`src/rtl/rtph_pkg.sv`:
```
package rtph_pkg;

    localparam int MTU_BYTES         = 1500;
    localparam int FRAME_LENGTH_BITS = 24;
    localparam int QDEPTH            = 4;
    localparam int QPTR_W            = $clog2(QDEPTH);

    // configuration register indexes
    localparam logic CFG_SSRC  = 1'b0;
    localparam logic CFG_CODEC = 1'b1;

    // payload bytes per fragment, per codec
    localparam logic [15:0] MAXP_H264 = 16'(MTU_BYTES - 16 - 2);
    localparam logic [15:0] MAXP_H265 = 16'(MTU_BYTES - 16 - 3);

    // capture gap_ms = floor(diff/1000) by reciprocal multiply; 40 if over
    localparam logic [63:0] GAP_LIMIT_US = 64'd2001000;
    localparam logic [20:0] GAP_CLAMP_US = 21'd40000;
    localparam logic [21:0] RECIP_1000   = 22'd2147484;  // ceil(2^31 / 1000)
    localparam int          RECIP_SHIFT  = 31;
    localparam logic [6:0]  TICKS_PER_MS = 7'd90;

    // header phase codes
    localparam logic [2:0] PH_SC0  = 3'd0;
    localparam logic [2:0] PH_SC1  = 3'd1;
    localparam logic [2:0] PH_SC2  = 3'd2;
    localparam logic [2:0] PH_SC3  = 3'd3;
    localparam logic [2:0] PH_NAL0 = 3'd4;
    localparam logic [2:0] PH_NAL1 = 3'd5;
    localparam logic [2:0] PH_SNGL = 3'd6;
    localparam logic [2:0] PH_FRAG = 3'd7;

    // command kinds
    localparam logic [1:0] K_ERR  = 2'd0;
    localparam logic [1:0] K_DATA = 2'd1;
    localparam logic [1:0] K_PKT  = 2'd2;

    localparam logic [4:0] HDR_BYTES = 5'd16;

    typedef struct packed {
        logic [1:0]  kind;
        logic [7:0]  payload;
        logic        pend;
        logic [15:0] rtp_len;
        logic        marker;
        logic        h265;
        logic [15:0] seq;
        logic [31:0] ts;
        logic [1:0]  nfu;
        logic [7:0]  fu0;
        logic [7:0]  fu1;
        logic [7:0]  fu2;
    } t_cmd;

endpackage

```
`src/rtl/rtph_front.sv`:
```
module rtph_front import rtph_pkg::*; (
    input  logic        i_clk,
    input  logic        i_rst_n,
    input  logic        i_valid,
    input  logic [7:0]  i_frame_byte,
    input  logic        i_frame_first,
    input  logic [23:0] i_frame_length,
    input  logic [63:0] i_capture_time_us,
    input  logic        i_codec,
    output logic        o_push,
    output t_cmd        o_cmd
);

    logic [15:0] r_seq, n_seq;
    logic [31:0] r_ts, n_ts;
    logic [63:0] r_prev;
    logic [FRAME_LENGTH_BITS-1:0] r_bl, n_bl, bl_dec;
    logic [2:0]  r_phase, n_phase;
    logic [15:0] r_nalh, n_nalh;
    logic [10:0] r_fsent, n_fsent, fsent_inc;
    logic        r_fmode, n_fmode;
    logic        r_ffirst, n_ffirst;
    logic        r_drop, n_drop;
    logic        r_codec, n_codec;
    logic [20:0] r_gapx;
    logic [42:0] r_prod;

    logic [63:0] diff;
    logic [10:0] gap;
    logic [31:0] step;
    logic [15:0] maxp, cur;
    logic [FRAME_LENGTH_BITS:0] rem;
    logic        last, fend, skip;
    logic [7:0]  b0, flags;

    // timestamp step pipeline: r_gapx is registered on a frame's first byte, then r_prod;
    // step is ready before the frame's start code can complete
    assign diff = i_capture_time_us - r_prev;
    assign gap  = r_prod[RECIP_SHIFT +: 11];
    assign step = 32'(gap * TICKS_PER_MS);

    always_comb begin
        n_seq    = r_seq;
        n_ts     = r_ts;
        n_bl     = r_bl;
        n_phase  = r_phase;
        n_nalh   = r_nalh;
        n_fsent  = r_fsent;
        n_fmode  = r_fmode;
        n_ffirst = r_ffirst;
        n_drop   = r_drop;
        n_codec  = r_codec;
        o_push   = 1'b0;
        o_cmd    = '0;
        bl_dec   = '0;
        fsent_inc = '0;
        maxp = '0;
        cur  = '0;
        rem  = '0;
        last = 1'b0;
        fend = 1'b0;
        skip = 1'b0;
        b0   = '0;
        flags = '0;
        if (i_valid) begin
            if (i_frame_first) begin
                n_codec  = i_codec;
                n_phase  = PH_SC0;
                n_nalh   = '0;
                n_fsent  = '0;
                n_fmode  = 1'b0;
                n_ffirst = 1'b1;
                n_drop   = 1'b0;
                n_bl     = i_frame_length[FRAME_LENGTH_BITS-1:0];
                if (i_frame_length[FRAME_LENGTH_BITS-1:0] < FRAME_LENGTH_BITS'(4)) begin
                    o_push     = 1'b1;
                    o_cmd.kind = K_ERR;
                    n_drop     = 1'b1;
                    n_bl       = '0;
                    skip       = 1'b1;
                end
            end
            if (!skip && !n_drop && n_bl != '0) begin
                bl_dec = n_bl - 1'b1;
                n_bl   = bl_dec;
                case (n_phase)
                    PH_SC0, PH_SC1: begin
                        if (i_frame_byte != 8'h00) begin
                            o_push = 1'b1; o_cmd.kind = K_ERR;
                            n_drop = 1'b1; n_bl = '0;
                        end else begin
                            n_phase = n_phase + 3'd1;
                        end
                    end
                    PH_SC2, PH_SC3: begin
                        if (i_frame_byte == 8'h01) begin
                            if (bl_dec == '0) begin
                                o_push = 1'b1; o_cmd.kind = K_ERR;
                                n_drop = 1'b1; n_bl = '0;
                            end else begin
                                n_ts     = r_ts + step;
                                n_fmode  = (32'(bl_dec) + 32'd16) > 32'(MTU_BYTES);
                                n_fsent  = '0;
                                n_ffirst = 1'b1;
                                n_phase  = PH_NAL0;
                            end
                        end else if (i_frame_byte == 8'h00 && n_phase == PH_SC2) begin
                            n_phase = PH_SC3;
                        end else begin
                            o_push = 1'b1; o_cmd.kind = K_ERR;
                            n_drop = 1'b1; n_bl = '0;
                        end
                    end
                    PH_NAL0: begin
                        if (!n_fmode) begin
                            o_push        = 1'b1;
                            o_cmd.kind    = K_PKT;
                            o_cmd.rtp_len = 16'(bl_dec) + 16'd13;
                            o_cmd.marker  = 1'b1;
                            o_cmd.h265    = n_codec;
                            o_cmd.seq     = r_seq;
                            o_cmd.ts      = r_ts;
                            o_cmd.payload = i_frame_byte;
                            o_cmd.pend    = (bl_dec == '0);
                            n_seq         = r_seq + 16'd1;
                            n_phase       = PH_SNGL;
                        end else begin
                            n_nalh  = {i_frame_byte, 8'h00};
                            n_phase = n_codec ? PH_NAL1 : PH_FRAG;
                        end
                    end
                    PH_NAL1: begin
                        n_nalh  = {n_nalh[15:8], i_frame_byte};
                        n_phase = PH_FRAG;
                    end
                    PH_SNGL: begin
                        o_push        = 1'b1;
                        o_cmd.kind    = K_DATA;
                        o_cmd.payload = i_frame_byte;
                        o_cmd.pend    = (bl_dec == '0);
                    end
                    default: begin
                        maxp  = n_codec ? MAXP_H265 : MAXP_H264;
                        rem   = {1'b0, bl_dec} + 1'b1;
                        last  = rem <= (FRAME_LENGTH_BITS+1)'(maxp);
                        cur   = last ? 16'(rem) : maxp;
                        b0    = n_nalh[15:8];
                        flags = {n_ffirst, last, 6'd0};
                        o_push        = 1'b1;
                        o_cmd.payload = i_frame_byte;
                        if (n_fsent == '0) begin
                            o_cmd.kind    = K_PKT;
                            o_cmd.marker  = last;
                            o_cmd.h265    = n_codec;
                            o_cmd.seq     = r_seq;
                            o_cmd.ts      = r_ts;
                            n_seq         = r_seq + 16'd1;
                            n_ffirst      = 1'b0;
                            if (n_codec) begin
                                o_cmd.rtp_len = cur + 16'd15;
                                o_cmd.nfu     = 2'd3;
                                o_cmd.fu0     = (b0 & 8'h81) | 8'(49 << 1);
                                o_cmd.fu1     = n_nalh[7:0];
                                o_cmd.fu2     = flags | ((b0 & 8'h7E) >> 1);
                            end else begin
                                o_cmd.rtp_len = cur + 16'd14;
                                o_cmd.nfu     = 2'd2;
                                o_cmd.fu0     = (b0 & 8'hE0) | 8'd28;
                                o_cmd.fu1     = flags | (b0 & 8'h1F);
                            end
                        end else begin
                            o_cmd.kind = K_DATA;
                        end
                        fsent_inc  = n_fsent + 11'd1;
                        fend       = (16'(fsent_inc) >= maxp) || (bl_dec == '0);
                        o_cmd.pend = fend;
                        n_fsent    = fend ? 11'd0 : fsent_inc;
                    end
                endcase
            end
        end
    end

    always_ff @(posedge i_clk) begin
        if (!i_rst_n) begin
            r_seq    <= '0;
            r_ts     <= '0;
            r_prev   <= '0;
            r_bl     <= '0;
            r_phase  <= PH_SC0;
            r_nalh   <= '0;
            r_fsent  <= '0;
            r_fmode  <= 1'b0;
            r_ffirst <= 1'b1;
            r_drop   <= 1'b0;
            r_codec  <= 1'b0;
            r_gapx   <= '0;
            r_prod   <= '0;
        end else begin
            r_seq    <= n_seq;
            r_ts     <= n_ts;
            r_bl     <= n_bl;
            r_phase  <= n_phase;
            r_nalh   <= n_nalh;
            r_fsent  <= n_fsent;
            r_fmode  <= n_fmode;
            r_ffirst <= n_ffirst;
            r_drop   <= n_drop;
            r_codec  <= n_codec;
            if (i_valid && i_frame_first) begin
                r_prev <= i_capture_time_us;
                r_gapx <= (diff >= GAP_LIMIT_US) ? GAP_CLAMP_US : diff[20:0];
            end
            r_prod <= r_gapx * RECIP_1000;
        end
    end

endmodule

```
`src/rtl/rtph_fifo.sv`:
```
module rtph_fifo import rtph_pkg::*; (
    input  logic i_clk,
    input  logic i_rst_n,
    input  logic i_push,
    input  t_cmd i_cmd,
    input  logic i_pop,
    output t_cmd o_head,
    output logic o_full,
    output logic o_empty
);

    t_cmd              r_mem [QDEPTH];
    logic [QPTR_W-1:0] r_wp, r_rp;
    logic [QPTR_W:0]   r_cnt;
    logic              do_push, do_pop;

    assign o_full  = (r_cnt == (QPTR_W+1)'(QDEPTH));
    assign o_empty = (r_cnt == '0);
    assign o_head  = r_mem[r_rp];
    assign do_push = i_push && !o_full;
    assign do_pop  = i_pop && !o_empty;

    always_ff @(posedge i_clk) begin
        if (do_push) begin
            r_mem[r_wp] <= i_cmd;
        end
    end

    always_ff @(posedge i_clk) begin
        if (!i_rst_n) begin
            r_wp  <= '0;
            r_rp  <= '0;
            r_cnt <= '0;
        end else begin
            if (do_push) begin
                r_wp <= r_wp + 1'b1;
            end
            if (do_pop) begin
                r_rp <= r_rp + 1'b1;
            end
            r_cnt <= r_cnt + (QPTR_W+1)'(do_push) - (QPTR_W+1)'(do_pop);
        end
    end

endmodule

```
`src/rtl/rtph_back.sv`:
```
module rtph_back import rtph_pkg::*; (
    input  logic        i_clk,
    input  logic        i_rst_n,
    input  t_cmd        i_head,
    input  logic        i_q_empty,
    input  logic        i_pop,
    input  logic [31:0] i_ssrc,
    output logic        o_q_pop,
    output logic [7:0]  o_out_byte,
    output logic        o_packet_end,
    output logic        o_frame_error,
    output logic        o_run_last
);

    logic [4:0] r_idx;
    logic [4:0] last_idx, fu_off;
    logic       is_pkt, take;

    assign is_pkt   = (i_head.kind == K_PKT);
    assign last_idx = is_pkt ? (HDR_BYTES + 5'(i_head.nfu)) : 5'd0;
    assign fu_off   = r_idx - HDR_BYTES;
    assign take     = i_pop && !i_q_empty;

    assign o_run_last    = (r_idx == last_idx);
    assign o_q_pop       = take && o_run_last;
    assign o_frame_error = (i_head.kind == K_ERR);
    assign o_packet_end  = o_run_last && i_head.pend && !o_frame_error;

    always_comb begin
        if (!is_pkt || o_run_last) begin
            o_out_byte = o_frame_error ? 8'h00 : i_head.payload;
        end else begin
            case (r_idx)
                5'd0:  o_out_byte = 8'h24;
                5'd1:  o_out_byte = 8'h00;
                5'd2:  o_out_byte = i_head.rtp_len[15:8];
                5'd3:  o_out_byte = i_head.rtp_len[7:0];
                5'd4:  o_out_byte = 8'h80;
                5'd5:  o_out_byte = {i_head.marker, i_head.h265 ? 7'd98 : 7'd96};
                5'd6:  o_out_byte = i_head.seq[15:8];
                5'd7:  o_out_byte = i_head.seq[7:0];
                5'd8:  o_out_byte = i_head.ts[31:24];
                5'd9:  o_out_byte = i_head.ts[23:16];
                5'd10: o_out_byte = i_head.ts[15:8];
                5'd11: o_out_byte = i_head.ts[7:0];
                5'd12: o_out_byte = i_ssrc[31:24];
                5'd13: o_out_byte = i_ssrc[23:16];
                5'd14: o_out_byte = i_ssrc[15:8];
                5'd15: o_out_byte = i_ssrc[7:0];
                default: begin
                    case (fu_off[1:0])
                        2'd0:    o_out_byte = i_head.fu0;
                        2'd1:    o_out_byte = i_head.fu1;
                        default: o_out_byte = i_head.fu2;
                    endcase
                end
            endcase
        end
    end

    always_ff @(posedge i_clk) begin
        if (!i_rst_n) begin
            r_idx <= '0;
        end else if (take) begin
            r_idx <= o_run_last ? 5'd0 : r_idx + 5'd1;
        end
    end

    a_idx_idle: assert property (@(posedge i_clk) disable iff (!i_rst_n)
        i_q_empty |-> r_idx == '0)
        else $error("byte index moved with no command queued");

    a_err_clean: assert property (@(posedge i_clk) disable iff (!i_rst_n)
        (!i_q_empty && o_frame_error) |-> (o_out_byte == 8'h00 && !o_packet_end && o_run_last))
        else $error("error transaction carries data");

    a_hold_cmd: assert property (@(posedge i_clk) disable iff (!i_rst_n)
        (take && !o_run_last) |=> !i_q_empty)
        else $error("command left the queue before all bytes went out");

    a_pkt_start: assert property (@(posedge i_clk) disable iff (!i_rst_n)
        (!i_q_empty && !is_pkt) |-> r_idx == '0)
        else $error("single-byte command with nonzero index");

endmodule

```
`src/rtl/rtp_h26x_packetizer_top.sv`:
```
// RTP packetizer for Annex-B H.264/H.265 frames, RTSP-interleaved framing. Feed one frame
// byte per transaction; frame_length and capture_time_us are sampled with frame_first.
// Each input byte is taken in one cycle; a byte that opens a packet produces 17 to 20
// result bytes (interleave header, RTP header, FU bytes, payload), which drain one per
// cycle from a 4-entry command queue, so the input stalls (full) while those header
// bursts drain or while pop is held low and the queue has filled. run_last marks the
// final byte of each queued command. Write ssrc and codec_select only while the block is
// idle; codec_select takes effect on the next frame.
module rtp_h26x_packetizer_top import rtph_pkg::*; (
    input  logic        i_clk,
    input  logic        i_rst_n,
    input  logic        push,
    output logic        full,
    input  logic [7:0]  i_frame_byte,
    input  logic        i_frame_first,
    input  logic [23:0] i_frame_length,
    input  logic [63:0] i_capture_time_us,
    output logic        empty,
    input  logic        pop,
    output logic [7:0]  o_out_byte,
    output logic        o_packet_end,
    output logic        o_frame_error,
    output logic        o_run_last,
    input  logic        i_cfg_we,
    input  logic        i_cfg_addr,
    input  logic [31:0] i_cfg_wdata
);

    logic [31:0] r_ssrc;
    logic        r_codec;
    logic        accept, cmd_push, q_pop;
    t_cmd        cmd, head;

    always_ff @(posedge i_clk) begin
        if (!i_rst_n) begin
            r_ssrc  <= '0;
            r_codec <= 1'b0;
        end else if (i_cfg_we) begin
            case (i_cfg_addr)
                CFG_SSRC:  r_ssrc  <= i_cfg_wdata;
                CFG_CODEC: r_codec <= i_cfg_wdata[0];
                default:   r_ssrc  <= r_ssrc;
            endcase
        end
    end

    assign accept = push && !full;

    rtph_front u_front (
        .i_clk             (i_clk),
        .i_rst_n           (i_rst_n),
        .i_valid           (accept),
        .i_frame_byte      (i_frame_byte),
        .i_frame_first     (i_frame_first),
        .i_frame_length    (i_frame_length),
        .i_capture_time_us (i_capture_time_us),
        .i_codec           (r_codec),
        .o_push            (cmd_push),
        .o_cmd             (cmd)
    );

    rtph_fifo u_fifo (
        .i_clk   (i_clk),
        .i_rst_n (i_rst_n),
        .i_push  (cmd_push),
        .i_cmd   (cmd),
        .i_pop   (q_pop),
        .o_head  (head),
        .o_full  (full),
        .o_empty (empty)
    );

    rtph_back u_back (
        .i_clk         (i_clk),
        .i_rst_n       (i_rst_n),
        .i_head        (head),
        .i_q_empty     (empty),
        .i_pop         (pop),
        .i_ssrc        (r_ssrc),
        .o_q_pop       (q_pop),
        .o_out_byte    (o_out_byte),
        .o_packet_end  (o_packet_end),
        .o_frame_error (o_frame_error),
        .o_run_last    (o_run_last)
    );

endmodule
```
`config.mk`:
```
export PLATFORM = sky130hd
export DESIGN_NAME = rtp_h26x_packetizer_top
export DESIGN_NICKNAME = d
export VERILOG_FILES = /design/src/rtl/rtph_pkg.sv /design/src/rtl/rtph_front.sv /design/src/rtl/rtph_fifo.sv /design/src/rtl/rtph_back.sv /design/src/rtl/rtp_h26x_packetizer_top.sv
export SDC_FILE = /design/constraint.sdc
export NUM_CORES = 2
export LEC_CHECK = 0
export BUFFER_PORTS_ARGS = -buffer_cell sky130_fd_sc_hd__buf_2
export CAP_MARGIN = 20
export CORE_MARGIN = 4
export CORE_UTILIZATION = 60
export CTS_BUF_LIST = sky130_fd_sc_hd__clkbuf_4 sky130_fd_sc_hd__clkbuf_8
export DETAILED_ROUTE_END_ITERATION = 12
export PLACE_DENSITY = 0.78
export SLEW_MARGIN = 5
export SYNTH_ARGS = -nofsm -noshare
export SYNTH_HDL_FRONTEND = slang
export SYNTH_SLANG_ARGS = --single-unit
```
`constraint.sdc`:
```
create_clock -name i_clk -period 9.1 [get_ports i_clk]
set_clock_uncertainty 0.15 [all_clocks]
set_input_delay 0.91 -clock i_clk [delete_from_list [all_inputs] [get_ports i_clk]]
set_output_delay 0.91 -clock i_clk [all_outputs]
set_load 0.05 [all_outputs]
```
==> out/results.txt <==
The Yosys step of the flow raised 0 warnings. The tools report the global-route usage over all layers as 28.2%. The synthesized netlist occupies a cell area of 40600 µm². Sorting the synthesized cells by area gives the leading types as sky130_fd_sc_hd__edfxtp_1 29%, sky130_fd_sc_hd__dfxtp_1 12%, sky130_fd_sc_hd__ha_1 9.8%.

The run gives 4475 as the net count after synthesis. The tree is rooted in a sky130_fd_sc_hd__clkbuf_8. The peak ir drop on the vdd network came out at 0.000182 V. Counting every instance in the synthesized netlist gives 3913.

Buffers inserted during clock tree synthesis total 100. Number of I/O port buffers: 147. At the later pin of the worst-skew pair, clock insertion delay measures 0.74 ns. The effective utilization at floorplan is 60.4%, and the routed length per instance is 20.4 µm. In this run the standard cell core region covers 67200 µm².

Summed over all cells, the static leakage comes to 17.8 nW. The signed area change from the synthesized netlist to the final layout works out to 9.11%. The worst pin sits at a relative slew slack of 27.5%. The overall via count from detail_route came out at 30899. Path type of the worst setup path: input pin to flop.

The tools report the setup total negative slack as 0 ns. The flip-flop and latch count after synthesis is 644. Count of final setup violators: 0.

CTS saw 644 sinks. In the layout the commonest cells are 396 x sky130_fd_sc_hd__edfxtp_1, 379 x sky130_fd_sc_hd__nand2_1, 355 x sky130_fd_sc_hd__inv_1. The tools report the element type at the critical path end as a flop. Yosys mapped the design onto 105 distinct sky130hd cell types. Measured along the y axis, the die boundary spans 268 µm. The tools report the final RePlAce weighted congestion as 0.964. The via density per instance was 6.19; the share of cells above drive strength 1 was 13.4%.

The run gives 162000 µm as the first-pass GRT wire length. The final critical path time including I/O delays and setup is 8.04 ns. The share of the Yosys chip area taken by registers is 41.5%.

In the synthesized netlist the dominant register cell turns out to be sky130_fd_sc_hd__edfxtp_1. In this run the remaining antenna-violating nets after routing total 0. Clock-pin slew was measured on the worst setup and hold paths at 0.07 ns.

The mean post-synth cell area works out to 10.4 µm². Number of nets in the layout: 4590. Walking the worst path, the cells encountered are buf_2, nor4_1, and4_1, nand3_1, a31oi_1, ha_1, o211ai_4, nor4_1, xnor2_1, nor3b_1, nand3_1, o32a_1, a211oi_1, nand3_2, o21ai_1, ha_1, nand2_1, o21ai_0, o21ai_0, nor2b_1, nand2_1, xnor2_1, o32ai_1. Most common cell after layout, fill and taps aside: sky130_fd_sc_hd__edfxtp_1. The number of buffers inserted by post-CTS setup repair is 0. Summed over all instances, the cell type with the most area after synthesis is sky130_fd_sc_hd__edfxtp_1. For the number of placed I/O pins, the log shows 148. For the post-cts gate resize count, the log shows 0.

The number of global-route vias before repair is 30378, and the buffer depth of the longest clock path is 3. Buffers inserted to repair hold after CTS numbered 0. The logs give 9.38 ns for the required time at the endpoint of the critical path and 74300 µm for the placed wire-length estimate.

Number of antenna violations at the first check in global routing: 4. Entering global routing, the biggest net connects 87 pins. In this run, synthesis inferred 396 flip-flops with an integrated enable. Setup repair after global routing left no endpoint under its margin. The path class of the tightest hold or removal check is input pin to flop. The die covers 71900 µm².

STA puts the critical path data arrival time at 8.32 ns. Max-cap violations in this run came to 0. The worst path uses 88.3% of the clock period.

The share of synthesized area in the top cell type comes to 29.3%. For the max-slew violation count, the log shows 0. After detailed routing, the number of remaining DRC violations is 0. The largest driver fanout on the critical path is 16.

The async set-reset flop share out of synthesis is 0%. The run gives 95 as the number of rows created at floorplan. The cell area power density is 188 nW/µm², and the number of H-tree branching levels is 3. The pre-antenna-repair detailed-routing pass consisted of 6 iterations. The highest clock rate came out at 0.124 GHz.

The critical-path cell with the highest stage delay was sky130_fd_sc_hd__ha_1. The run gives 3033 as the number of violations reported at the end of detailed-routing iteration 0. TritonCTS built the clock tree.

The slew of the pin with the lowest slew margin was 1.08 ns. For this block, the routed nets add up to 102000 µm of wire. The run finished with clean final reports. The design draws 8.33 mW.

The worst setup path is launched from an input pin. For the final count of hold timing violations, the log shows 0. In this design, the stage delay of the slowest critical-path cell is 0.64 ns. The total overflow left after global routing is 0.

The die is 268 µm wide.
-- cells in the mapped netlist, types with 13 or more instances --
master and number:
sky130_fd_sc_hd__ha_1 317, sky130_fd_sc_hd__mux2_2 21, sky130_fd_sc_hd__nor2_1 260, sky130_fd_sc_hd__nand2_1 379
sky130_fd_sc_hd__o211ai_1 21, sky130_fd_sc_hd__o21ai_0 132, sky130_fd_sc_hd__nor3_1 69, sky130_fd_sc_hd__a221oi_1 20
sky130_fd_sc_hd__nor2b_1 26, sky130_fd_sc_hd__xnor2_1 86, sky130_fd_sc_hd__a211oi_1 40, sky130_fd_sc_hd__clkbuf_1 140
sky130_fd_sc_hd__and3_1 31, sky130_fd_sc_hd__o31ai_1 16, sky130_fd_sc_hd__a31oi_1 24, sky130_fd_sc_hd__xor2_1 50
sky130_fd_sc_hd__a32o_1 14, sky130_fd_sc_hd__fa_1 110, sky130_fd_sc_hd__o21ai_1 18, sky130_fd_sc_hd__inv_1 355
sky130_fd_sc_hd__or2_2 13, sky130_fd_sc_hd__mux4_2 95, sky130_fd_sc_hd__edfxtp_1 396, sky130_fd_sc_hd__o21bai_1 27
sky130_fd_sc_hd__dfxtp_1 248, sky130_fd_sc_hd__mux2i_1 39, sky130_fd_sc_hd__a21o_1 54, sky130_fd_sc_hd__nand4_1 60
sky130_fd_sc_hd__buf_1 13, sky130_fd_sc_hd__o221ai_1 21, sky130_fd_sc_hd__and2_1 93, sky130_fd_sc_hd__a22oi_1 50
sky130_fd_sc_hd__o21a_1 24, sky130_fd_sc_hd__a21oi_1 279, sky130_fd_sc_hd__or3_1 36, sky130_fd_sc_hd__a211o_1 13
sky130_fd_sc_hd__nand2b_1 26, sky130_fd_sc_hd__nand3_1 66, sky130_fd_sc_hd__nor4_1 20
-- routing by layer --
metal  GRT usage [%]  share of wire [%]  routed length [µm]  up-vias
li1                -                  -                   -    14520
met1            37.7                 42               42500    14870
met2            47.9                 48               48900     1267
met3            4.32                7.2                7310      240
met4            8.85                3.2                3240        2
met5               0              0.012                  12        -
-- cell families (layout without fill, tap and decap cells) --
group | Yosys count | after routing | synth area share (%)
AO/OA/AOI/OAI | 876 | 876 | 14.3
XOR/XNOR | 138 | 138 | 3.02
adder cells (fa/ha/maj) | 427 | 427 | 15.2
buffers and inverters | 527 | 729 | 5.02
flip-flops | 644 | 644 | 41.5
multiplexers | 160 | 160 | 7.07
other | 0 | 3 | 0
AND/OR/NAND/NOR | 1141 | 1141 | 13.9
-- worst paths after layout --
kind,slack [ns],startpoint,depth (start not counted),to
max,1.06,i_frame_length[11],23,u_fifo.r_mem[2][85]
min,0.28,i_cfg_wdata[29],3,r_ssrc[29]
max reg2reg,1.47,u_front.r_gapx[8],24,u_front.r_prod[41]
min reg2reg,0.30,u_front.r_prev[52],2,u_front.r_prev[52]
-- critical path, delay by kind of cell --
family	cells	cell delay [ns]
XOR/XNOR	2	0.60
adder cells (fa/ha/maj)	2	0.87
buffers and inverters	1	0.12
AND/OR/NAND/NOR	10	2.95
AO/OA/AOI/OAI	8	2.87
-- area by class of cell --
| type | count | area [µm²] |
|---|---|---|
| repair buffers | 182 | 1060 |
| diodes | 3 | 7.51 |
| clock inverters | 41 | 375 |
| flip-flops and latches | 644 | 16900 |
| inverters | 358 | 1350 |
| fillers | 5101 | 22900 |
| multi-input cells | 2742 | 21700 |
| clock buffers | 148 | 1810 |
| well taps | 873 | 1090 |
-- through the flow --
stage                     instances  hold WS (ns)  cell area [µm²]  worst slack [ns]  util, %
after floorplan                3913         0.279            40600              1.29        -
after global placement         4798         0.292            42100             0.977     62.6
after detailed placement       4798         0.297            42100             0.656     62.6
after CTS                      4987         0.219            44300              1.42     65.9
after global routing           4988         0.248            44300             0.704     65.9
final                          4991         0.278            44300              1.06     65.9
-- registers in the layout (all words and copies together) (netlist names), 5 cells and up, named ones only --
| register | count |
|---|---|
| u_front.r_prod | 11 |
| r_ssrc | 32 |
| u_front.r_gapx | 21 |
| u_fifo.r_mem | 396 |
| u_front.r_prev | 64 |
| u_front.r_ts | 31 |
| u_front.r_bl | 24 |
| u_back.r_idx | 5 |
| u_front.r_fsent | 11 |
| u_front.r_seq | 16 |
| u_front.r_nalh | 16 |
-- power breakdown --
part	internal [mW]	leakage [nW]	switching, mW
Clock	1.41	1.13	1.17
Sequential	3.32	5.82	0.156
Combinational	0.877	10.9	1.40
Total	5.61	17.8	2.72
Power figures use the tool's default switching activity.
